### config.mk
export PLATFORM = sky130hd
export DESIGN_NAME = sensor_pulse_width_frame_decoder
export DESIGN_NICKNAME = d
export VERILOG_FILES = /design/src/spwfd_pkg.sv /design/src/sensor_pulse_width_frame_decoder.sv
export SDC_FILE = /design/constraint.sdc
export NUM_CORES = 1
export LEC_CHECK = 0
export BUFFER_PORTS_ARGS = -buffer_cell sky130_fd_sc_hd__buf_4
export CAP_MARGIN = 20
export CORE_MARGIN = 2
export CORE_UTILIZATION = 50
export DETAILED_ROUTE_END_ITERATION = 6
export PLACE_DENSITY = 0.75
export SYNTH_ARGS = -nofsm -noshare
export SYNTH_HDL_FRONTEND = slang
export SYNTH_SLANG_ARGS = --single-unit
### constraint.sdc
create_clock -name clk -period 4.6 [get_ports clk]
set_clock_uncertainty 0.05 [all_clocks]
set_input_delay 0.46 -clock clk [delete_from_list [all_inputs] [get_ports clk]]
set_output_delay 0.46 -clock clk [all_outputs]
set_load 0.03 [all_outputs]
### src/spwfd_pkg.sv
// types and constants for the single-wire sensor pulse-width frame decoder
// no dependencies; used by sensor_pulse_width_frame_decoder
package spwfd_pkg;

    // reported read status
    typedef enum logic [1:0] {
        ST_OK      = 2'd0,
        ST_READING = 2'd1,
        ST_ERROR   = 2'd2
    } status_t;

    // field being shifted in; the unused code behaves like the checksum field
    typedef enum logic [1:0] {
        FLD_HUM   = 2'd0,
        FLD_TEMP  = 2'd1,
        FLD_CSUM  = 2'd2,
        FLD_SPARE = 2'd3
    } field_t;

    // configuration register indexes
    localparam logic [1:0] CFG_RESPONSE_MAX = 2'd0;
    localparam logic [1:0] CFG_BIT_MAX      = 2'd1;
    localparam logic [1:0] CFG_ONE_MIN      = 2'd2;

    localparam logic [15:0] RESPONSE_MAX_RST = 16'd100;
    localparam logic [15:0] BIT_MAX_RST      = 16'd100;
    localparam logic [15:0] ONE_MIN_RST      = 16'd50;

    // first bit position of a 16-bit and of an 8-bit field
    localparam logic [3:0] TOP_BIT16 = 4'd15;
    localparam logic [3:0] TOP_BIT8  = 4'd7;

    // one result beat
    typedef struct packed {
        status_t     status;
        logic [15:0] humidity;
        logic [15:0] temperature;
        logic        frame_done;
    } result_t;

endpackage

### src/sensor_pulse_width_frame_decoder.sv
// top level of the single-wire sensor frame decoder: decode logic and output buffering
// depends on spwfd_pkg
//
// Usage:
// - input channel (in_valid / in_stall) carries one beat per pulse: action 1 starts
//   a new read, action 0 delivers a measured high-pulse width in timer ticks
// - the first pulse after a start is the sensor response, then 40 data bits follow
//   (16 humidity, 16 temperature, 8 checksum, msb first)
// - every input beat yields exactly one output beat on out_valid / out_stall with
//   status, the stored humidity and temperature, and frame_done on the last bit
// - accepted beats are registered into the result register; with out_stall low one beat
//   per cycle is sustained, set by the single decode stage between state and result registers
// - when the receiver stalls, the result register holds and one further beat is
//   caught in a skid register; in_stall rises only while that skid register is full
// - reset clears state to finished ok, humidity field at bit 15, zero values, and
//   loads the thresholds with their defaults (response 100, bit 100, one 50)
// - cfg_we writes threshold cfg_index with cfg_data; write only while idle
module sensor_pulse_width_frame_decoder (
    input  logic        clk,
    input  logic        rst_n,
    // configuration
    input  logic        cfg_we,
    input  logic [1:0]  cfg_index,
    input  logic [15:0] cfg_data,
    // input channel
    input  logic        in_valid,
    output logic        in_stall,
    input  logic        action,
    input  logic [15:0] pulse_width,
    // output channel
    output logic        out_valid,
    input  logic        out_stall,
    output logic [1:0]  status,
    output logic [15:0] humidity,
    output logic [15:0] temperature,
    output logic        frame_done
);

    logic [15:0] response_max_reg;
    logic [15:0] bit_max_reg;
    logic [15:0] one_min_reg;

    spwfd_pkg::status_t read_status_reg, read_status_next;
    logic               response_seen_reg, response_seen_next;
    spwfd_pkg::field_t  field_select_reg, field_select_next;
    logic [3:0]         bit_position_reg, bit_position_next;
    logic [15:0]        shift_word_reg, shift_word_next;
    logic [15:0]        humidity_word_reg, humidity_word_next;
    logic [15:0]        temperature_word_reg, temperature_word_next;
    logic               done_next;

    spwfd_pkg::result_t result_next;
    spwfd_pkg::result_t out_data_reg;
    spwfd_pkg::result_t skid_data_reg;
    logic               out_valid_reg;
    logic               skid_valid_reg;

    logic        in_accept;
    logic        out_take;
    logic [15:0] shift_set;
    logic [7:0]  byte_sum;

    assign in_accept = in_valid && !skid_valid_reg;
    assign out_take  = out_valid_reg && !out_stall;

    // threshold registers
    always_ff @(posedge clk or negedge rst_n)
    begin
        if (!rst_n)
        begin
            response_max_reg <= spwfd_pkg::RESPONSE_MAX_RST;
            bit_max_reg      <= spwfd_pkg::BIT_MAX_RST;
            one_min_reg      <= spwfd_pkg::ONE_MIN_RST;
        end
        else if (cfg_we)
        begin
            case (cfg_index)
                spwfd_pkg::CFG_RESPONSE_MAX: response_max_reg <= cfg_data;
                spwfd_pkg::CFG_BIT_MAX:      bit_max_reg      <= cfg_data;
                spwfd_pkg::CFG_ONE_MIN:      one_min_reg      <= cfg_data;
                default:                     ;
            endcase
        end
    end

    // current bit written into the shift word, and checksum of the data bytes
    always_comb
    begin
        shift_set                   = shift_word_reg;
        shift_set[bit_position_reg] = (pulse_width > one_min_reg);
        byte_sum = humidity_word_reg[7:0] + humidity_word_reg[15:8]
                 + temperature_word_reg[7:0] + temperature_word_reg[15:8];
    end

    // decode of one beat
    always_comb
    begin
        read_status_next      = read_status_reg;
        response_seen_next    = response_seen_reg;
        field_select_next     = field_select_reg;
        bit_position_next     = bit_position_reg;
        shift_word_next       = shift_word_reg;
        humidity_word_next    = humidity_word_reg;
        temperature_word_next = temperature_word_reg;
        done_next             = 1'b0;

        if (action)
        begin
            humidity_word_next    = '0;
            temperature_word_next = '0;
            shift_word_next       = '0;
            response_seen_next    = 1'b0;
            field_select_next     = spwfd_pkg::FLD_HUM;
            bit_position_next     = spwfd_pkg::TOP_BIT16;
            read_status_next      = spwfd_pkg::ST_READING;
        end
        else if (read_status_reg == spwfd_pkg::ST_READING)
        begin
            if (!response_seen_reg)
            begin
                if (pulse_width <= response_max_reg)
                    response_seen_next = 1'b1;
                else
                    read_status_next = spwfd_pkg::ST_ERROR;
            end
            else if (pulse_width > bit_max_reg)
            begin
                read_status_next = spwfd_pkg::ST_ERROR;
            end
            else if (bit_position_reg != 4'd0)
            begin
                shift_word_next   = shift_set;
                bit_position_next = bit_position_reg - 4'd1;
            end
            else
            begin
                // last bit of a field: store it, or check it against the checksum, and move on
                shift_word_next   = '0;
                bit_position_next = spwfd_pkg::TOP_BIT16;
                case (field_select_reg)
                    spwfd_pkg::FLD_HUM:
                    begin
                        humidity_word_next = shift_set;
                        field_select_next  = spwfd_pkg::FLD_TEMP;
                    end
                    spwfd_pkg::FLD_TEMP:
                    begin
                        temperature_word_next = shift_set;
                        field_select_next     = spwfd_pkg::FLD_CSUM;
                        bit_position_next     = spwfd_pkg::TOP_BIT8;
                    end
                    default:
                    begin
                        read_status_next  = (shift_set[7:0] == byte_sum) ?
                                            spwfd_pkg::ST_OK : spwfd_pkg::ST_ERROR;
                        field_select_next = spwfd_pkg::FLD_HUM;
                        done_next         = 1'b1;
                    end
                endcase
            end
        end

        result_next.status      = read_status_next;
        result_next.humidity    = humidity_word_next;
        result_next.temperature = temperature_word_next;
        result_next.frame_done  = done_next;
    end

    // decoder state
    always_ff @(posedge clk or negedge rst_n)
    begin
        if (!rst_n)
        begin
            read_status_reg      <= spwfd_pkg::ST_OK;
            response_seen_reg    <= 1'b0;
            field_select_reg     <= spwfd_pkg::FLD_HUM;
            bit_position_reg     <= spwfd_pkg::TOP_BIT16;
            shift_word_reg       <= '0;
            humidity_word_reg    <= '0;
            temperature_word_reg <= '0;
        end
        else if (in_accept)
        begin
            read_status_reg      <= read_status_next;
            response_seen_reg    <= response_seen_next;
            field_select_reg     <= field_select_next;
            bit_position_reg     <= bit_position_next;
            shift_word_reg       <= shift_word_next;
            humidity_word_reg    <= humidity_word_next;
            temperature_word_reg <= temperature_word_next;
        end
    end

    // output register and skid register control
    always_ff @(posedge clk or negedge rst_n)
    begin
        if (!rst_n)
        begin
            out_valid_reg  <= 1'b0;
            skid_valid_reg <= 1'b0;
        end
        else
        begin
            if (!out_valid_reg || out_take)
            begin
                out_valid_reg  <= skid_valid_reg || in_accept;
                skid_valid_reg <= 1'b0;
            end
            else if (in_accept)
            begin
                skid_valid_reg <= 1'b1;
            end
        end
    end

    // result beat payload
    always_ff @(posedge clk)
    begin
        if (!out_valid_reg || out_take)
        begin
            if (skid_valid_reg)
                out_data_reg <= skid_data_reg;
            else if (in_accept)
                out_data_reg <= result_next;
        end
        if (in_accept && out_valid_reg && !out_take)
            skid_data_reg <= result_next;
    end

    assign in_stall    = skid_valid_reg;
    assign out_valid   = out_valid_reg;
    assign status      = out_data_reg.status;
    assign humidity    = out_data_reg.humidity;
    assign temperature = out_data_reg.temperature;
    assign frame_done  = out_data_reg.frame_done;

endmodule
# Yosys cells after proc, flatten, opt, wreduce, memory -nomap -nowiden
# Cells that the tools add are included.
# word_totals
regBits	177
elab_cells	116
# op_classes
n_eq_ne	7
magnitude_cmp	5
mux	54
addsub	4
n_reduce_logical	26
# ops
op	n
16-bit two-way mux	17
35-bit two-way mux	2
16-bit > comparator	2
2-bit two-way mux	13
8-bit adder	3
4-bit two-way mux	6
16-bit bitwise mux	1
16-bit <= comparator	1
1-bit two-way mux	13
2-bit AND reduction	5
8-bit equality test	1
2-bit nonzero test	4
2-bit by 1-bit equality test with 1-bit output, second input constant	3
1-bit logical AND	5
4-bit by 5-bit less-than comparator with 1-bit output, second input constant	1
5-bit AND reduction	1
1-bit demux with 4-bit select	1
4-bit by 1-bit >= comparator with 1-bit output, second input constant	1
1-bit zero test	4
2-bit zero test	2
2-bit inequality test, second input constant	2
2-bit case mux with 2 select lines	1
4-bit AND reduction	1
4-bit nonzero test	1
other kinds (4)	5

# Longest topological paths before layout
# logic_depth
ltp_word	15
depth_mapped	15
depth_no_buf	15

# Least setup slack after synthesis
# No wires, ideal clock.
# synth_path
path_type	register to register
startpoint	reg humidity_word_reg[1]
endpoint	reg out_data_reg (netlist bit status[1]), data pin
slack_ps	840
t_required_ps	4294
stages_incl_launch_ff	16
setup_ps	256
t_arrival_ps	3455
path_cell_list	dfrtp_1 -> fa_1 -> inv_1 -> fa_1 -> inv_1 -> ha_1 -> inv_1 -> fa_1 -> nand2b_1 -> a21oi_1 -> xor3_1 -> nand2_1 -> o211ai_1 -> a311oi_1 -> nand4_1 -> a31o_2
# synth_between
elab_chain_cells	13
# synth_lines
item	line	rtl
from (decl)	sensor_pulse_width_frame_decoder.sv:48	logic [15:0] humidity_word_reg, humidity_word_next;
from (signal assigned)	sensor_pulse_width_frame_decoder.sv:189	humidity_word_reg <= humidity_word_next;
8-bit adder	sensor_pulse_width_frame_decoder.sv:91	byte_sum = humidity_word_reg[7:0] + humidity_word_reg[15:8]
8-bit adder (2 in a row)	sensor_pulse_width_frame_decoder.sv:92	+ temperature_word_reg[7:0] + temperature_word_reg[15:8];
8-bit equality test	sensor_pulse_width_frame_decoder.sv:154	read_status_next = (shift_set[7:0] == byte_sum) ?
2-bit two-way mux	sensor_pulse_width_frame_decoder.sv:154	
2-bit two-way mux	sensor_pulse_width_frame_decoder.sv:140	case (field_select_reg)
2-bit two-way mux	sensor_pulse_width_frame_decoder.sv:130	else if (bit_position_reg != 4'd0)
2-bit two-way mux	sensor_pulse_width_frame_decoder.sv:126	else if (pulse_width > bit_max_reg)
2-bit two-way mux	sensor_pulse_width_frame_decoder.sv:119	if (!response_seen_reg)
2-bit two-way mux	sensor_pulse_width_frame_decoder.sv:117	else if (read_status_reg == spwfd_pkg::ST_READING)
2-bit two-way mux	sensor_pulse_width_frame_decoder.sv:107	if (action)
35-bit two-way mux	sensor_pulse_width_frame_decoder.sv:223	else if (in_accept)
35-bit two-way mux	sensor_pulse_width_frame_decoder.sv:221	if (skid_valid_reg)
to (signal assigned)	sensor_pulse_width_frame_decoder.sv:222	out_data_reg <= skid_data_reg;
to (signal assigned)	sensor_pulse_width_frame_decoder.sv:224	out_data_reg <= result_next;
to (decl)	sensor_pulse_width_frame_decoder.sv:53	spwfd_pkg::result_t out_data_reg;
# Every way passes these cells. The select of a mux whose other input is x is not followed.
# A chain may end at the register's enable or synchronous reset.

# Worst setup path after layout
# Same ends and word-level chain as after synthesis.

==> results.tsv <==
metric	value	unit
outcome	finished clean	
Clock Sinks	177	
CP max FO	4	
Core Rows	51	
share of cells above drive strength 1	20.4	%
remaining antenna violation count	0	
DR DRC count	0	
Via-to-Cell Ratio	5.59	
CTS Buf Count	17	
drt wl/cell	17.3	um
Horiz. Die Dim	144	um
fill cell count	1615	
Max clock buf depth	2	
Psw	0.00143	W
fin. max-slew vios	0	
max FFs per register	35	
port buffer count	76	
Ports	77	
Switching Share	30.8	%
Post-synth EDFFs	70	
Synth warnings	0	
CTS Root Cell	clkbuf_16	
dpl hpwl	15600	um
final worst slack	416	ps
post-route minimum period	4180	ps
ys async rst share	60.5	%
die height	144	um
Worst-Skew Late Latency	440	ps
Pwr Density	409	mW/mm2
CP endpoint kind	flip-flop	
Total GRT Usage	22.7	%
Core Area	0.0193	mm2
synthesized area per cell	10.7	um2
# diodes	0	
global route overflow	0	
Worst IR Drop VDD	271	uV
Total Wirelength	21900	um
clk slew on worst S/H paths	70	ps
Worst EP arrival	4320	ps
PostCTS Resize Cnt	0	
Clock H-tree levels	4	
footprint of the multi-input gates	0.00457	mm2
via count	7080	
post-synthesis register bit count	177	
library cells used by synthesis	64	
die footprint	0.0208	mm2
TritonCTS clock tree	built	
number of global-route vias before repair	6918	
dpl ws	482	ps
Worst Hold Class	in2reg	
final hold vios	0	
Seq/Total Area, Yosys	48.9	%
Comb pwr share	24.4	%
FF+latch area	0.00480	mm2
Req. time, crit path	4740	ps
Max Cap Viol	0	
Peak Freq	239	MHz
DRT iter0 DRCs	702	
Worst-Margin Slew	1060	ps
Initial Util	50.7	%
Syn Inst Count	921	
RePlAce Congestion	0.929	
largest net degree at the start of global routing	59	
Crit Path Category	reg2reg	
Final Cycle Share	91.0	%
antenna violations before repair	0	
RSZ-0062 raised after global routing	false	
synthesis-to-finish area growth	15.4	%
most frequently used flop master after synthesis	dfrtp_1	
Setup-failing EPs final	0	
clock share of power	33.2	%
Int Pwr	0.00321	W
first-pass GRT wire length	36400	um
Mapped Area	0.00981	mm2
Leakage	4.95	nW
Critical Path Source Type	flip-flop	
first drt pass iteration count	5	
synthesized net count	1035	
Seq pwr share	42.4	%
Rel. slew slack	29.0	%
Post-layout nets	1102	
Setup TNS	0	ps
## through the flow
step                      util, %  hold slack [ps]  cells  cell area, um2  power (W)
after global routing         58.6              209   1266           11300    0.00488
after floorplan                 -              114    921            9810    0.00275
after global placement       55.2              409   1232           10700    0.00307
after CTS                    58.5              186   1265           11300    0.00465
final                        58.6              193   1266           11300    0.00464
after detailed placement     55.2              407   1232           10700    0.00311
## area by class of cell
type                    count  share of cell area, %
flip-flops and latches    177                   42.4
multi-input cells         619                   40.3
repair buffers             91                   6.16
clock buffers              19                   4.00
well taps                 265                   2.93
inverters                  82                   2.72
clock inverters            13                   1.51
## routing by layer
| metal | share of wire [%] | GRT usage (%) | vias up |
|---|---|---|---|
| met5 | 0 | 0 | - |
| met4 | 1.6 | 6.55 | 0 |
| met3 | 4.9 | 3.74 | 28 |
| met2 | 46 | 35.0 | 194 |
| met1 | 48 | 33.1 | 3445 |
| li1 | - | - | 3413 |
## power groups by stage
| stage | Clock, W | Sequential [W] | Combinational, W |
|---|---|---|---|
| 2_1_floorplan | 0 | 0.00202 | 0.000726 |
| 3_3_place_gp | 0 | 0.00199 | 0.00109 |
| 3_5_place_dp | 0 | 0.00199 | 0.00112 |
| 4_1_cts | 0.00156 | 0.00196 | 0.00113 |
| 5_1_grt | 0.00163 | 0.00199 | 0.00126 |
| 6_report | 0.00154 | 0.00196 | 0.00113 |
## cells by family (layout without fill, tap and decap cells)
logic type                 Yosys count  count (layout)  synth area share [%]
buffers and inverters              125             205                  4.96
adders and majority gates           74              74                  10.5
AOI/OAI and AO/OA                  227             227                  15.9
xor gates and xnor gates            16              16                  1.58
muxes                               61              61                  6.83
DFF                                177             177                  48.9
and+or+nand+nor                    241             241                  11.3
## final timing paths
kind	startpoint	slack (ps)	cells past startpoint	to
setup / recovery	humidity_word_reg[1]$_DFFE_PN0P_	420	15	status[1]$_DFFE_PP_
hold / removal	cfg_data[4]	190	3	response_max_reg[4]$_DFFE_PN0P_
setup reg to reg	humidity_word_reg[1]$_DFFE_PN0P_	420	15	status[1]$_DFFE_PP_
hold reg to reg	shift_word_reg[14]$_DFFE_PN0P_	430	2	shift_word_reg[14]$_DFFE_PN0P_
max in group asynchronous	rst_n	3110	3	in_stall$_DFFE_PN0P_
min in group asynchronous	rst_n	480	2	one_min_reg[6]$_DFFE_PN0P_
## layout by cell type, fill, tap and decap left out, types with 3 or more instances in the layout
cell type,Yosys,routed
fa_1,14,14
a21oi_1,31,30
o21a_1,3,3
a21o_1,13,13
a22o_1,7,7
xnor2_1,12,12
mux2i_1,13,13
nor2b_1,9,9
nor2_1,42,41
o31ai_1,30,30
inv_6,0,3
clkbuf_16,0,17
edfxtp_1,70,70
a22oi_1,6,6
inv_1,81,81
and3_1,7,7
nand2_1,120,120
a211oi_1,10,10
and4_1,3,3
nand3_1,15,15
nand2b_1,13,12
and2_1,6,6
xor2_1,3,3
buf_4,2,89
a31oi_1,4,4
nand4_1,10,10
ha_1,60,60
o211ai_1,16,16
dfrtp_1,94,93
nor3_1,6,6
o21ai_0,71,71
mux2_2,48,48
dfstp_2,13,13
bufinv_16,0,3
nor3b_1,4,3
a211oi_2,8,7
## critical path, stage by stage (launching register included)
cell      delay [ps]
dfrtp_1          430
fa_1             540
inv_1             50
fa_1             430
inv_1             70
ha_1             160
inv_1             60
fa_1             390
nand2b_1         160
a21oi_1          270
xor3_1           300
nand2_1           90
o211ai_1          90
a311oi_1         270
nand4_1          240
a31o_2           320
## what timing repair did
item                      4_1_cts  5_1_grt
buffers inserted                0        0
hold endpoints to repair       33        0
hold buffers                    1        0
## synth_stat cells (all sizes together), types with 6 or more instances
master  instances  area share [%]
a22oi           6            0.46
nor3            6            0.31
a211oi         18             1.8
edfxtp         70              21
a22o            7            0.62
nand3          15            0.77
clkbuf         31             1.2
ha             60             7.7
inv            81             3.1
xnor2          12             1.1
and3            7            0.45
dfstp          13             3.5
o21ai          74             3.8
mux2           48             5.5
and2            6            0.38
o211ai         16             1.2
a21o           13            0.99
nor2b           9            0.57
fa             14             2.9
a21oi          31             1.6
dfrtp          94              24
nand2b         13            0.83
mux2i          13             1.3
nand2         120             4.6
nor2           42             1.6
nand4          10            0.64
o31ai          31             2.4
buf            12            0.64
(Power assumes the default switching activity.)
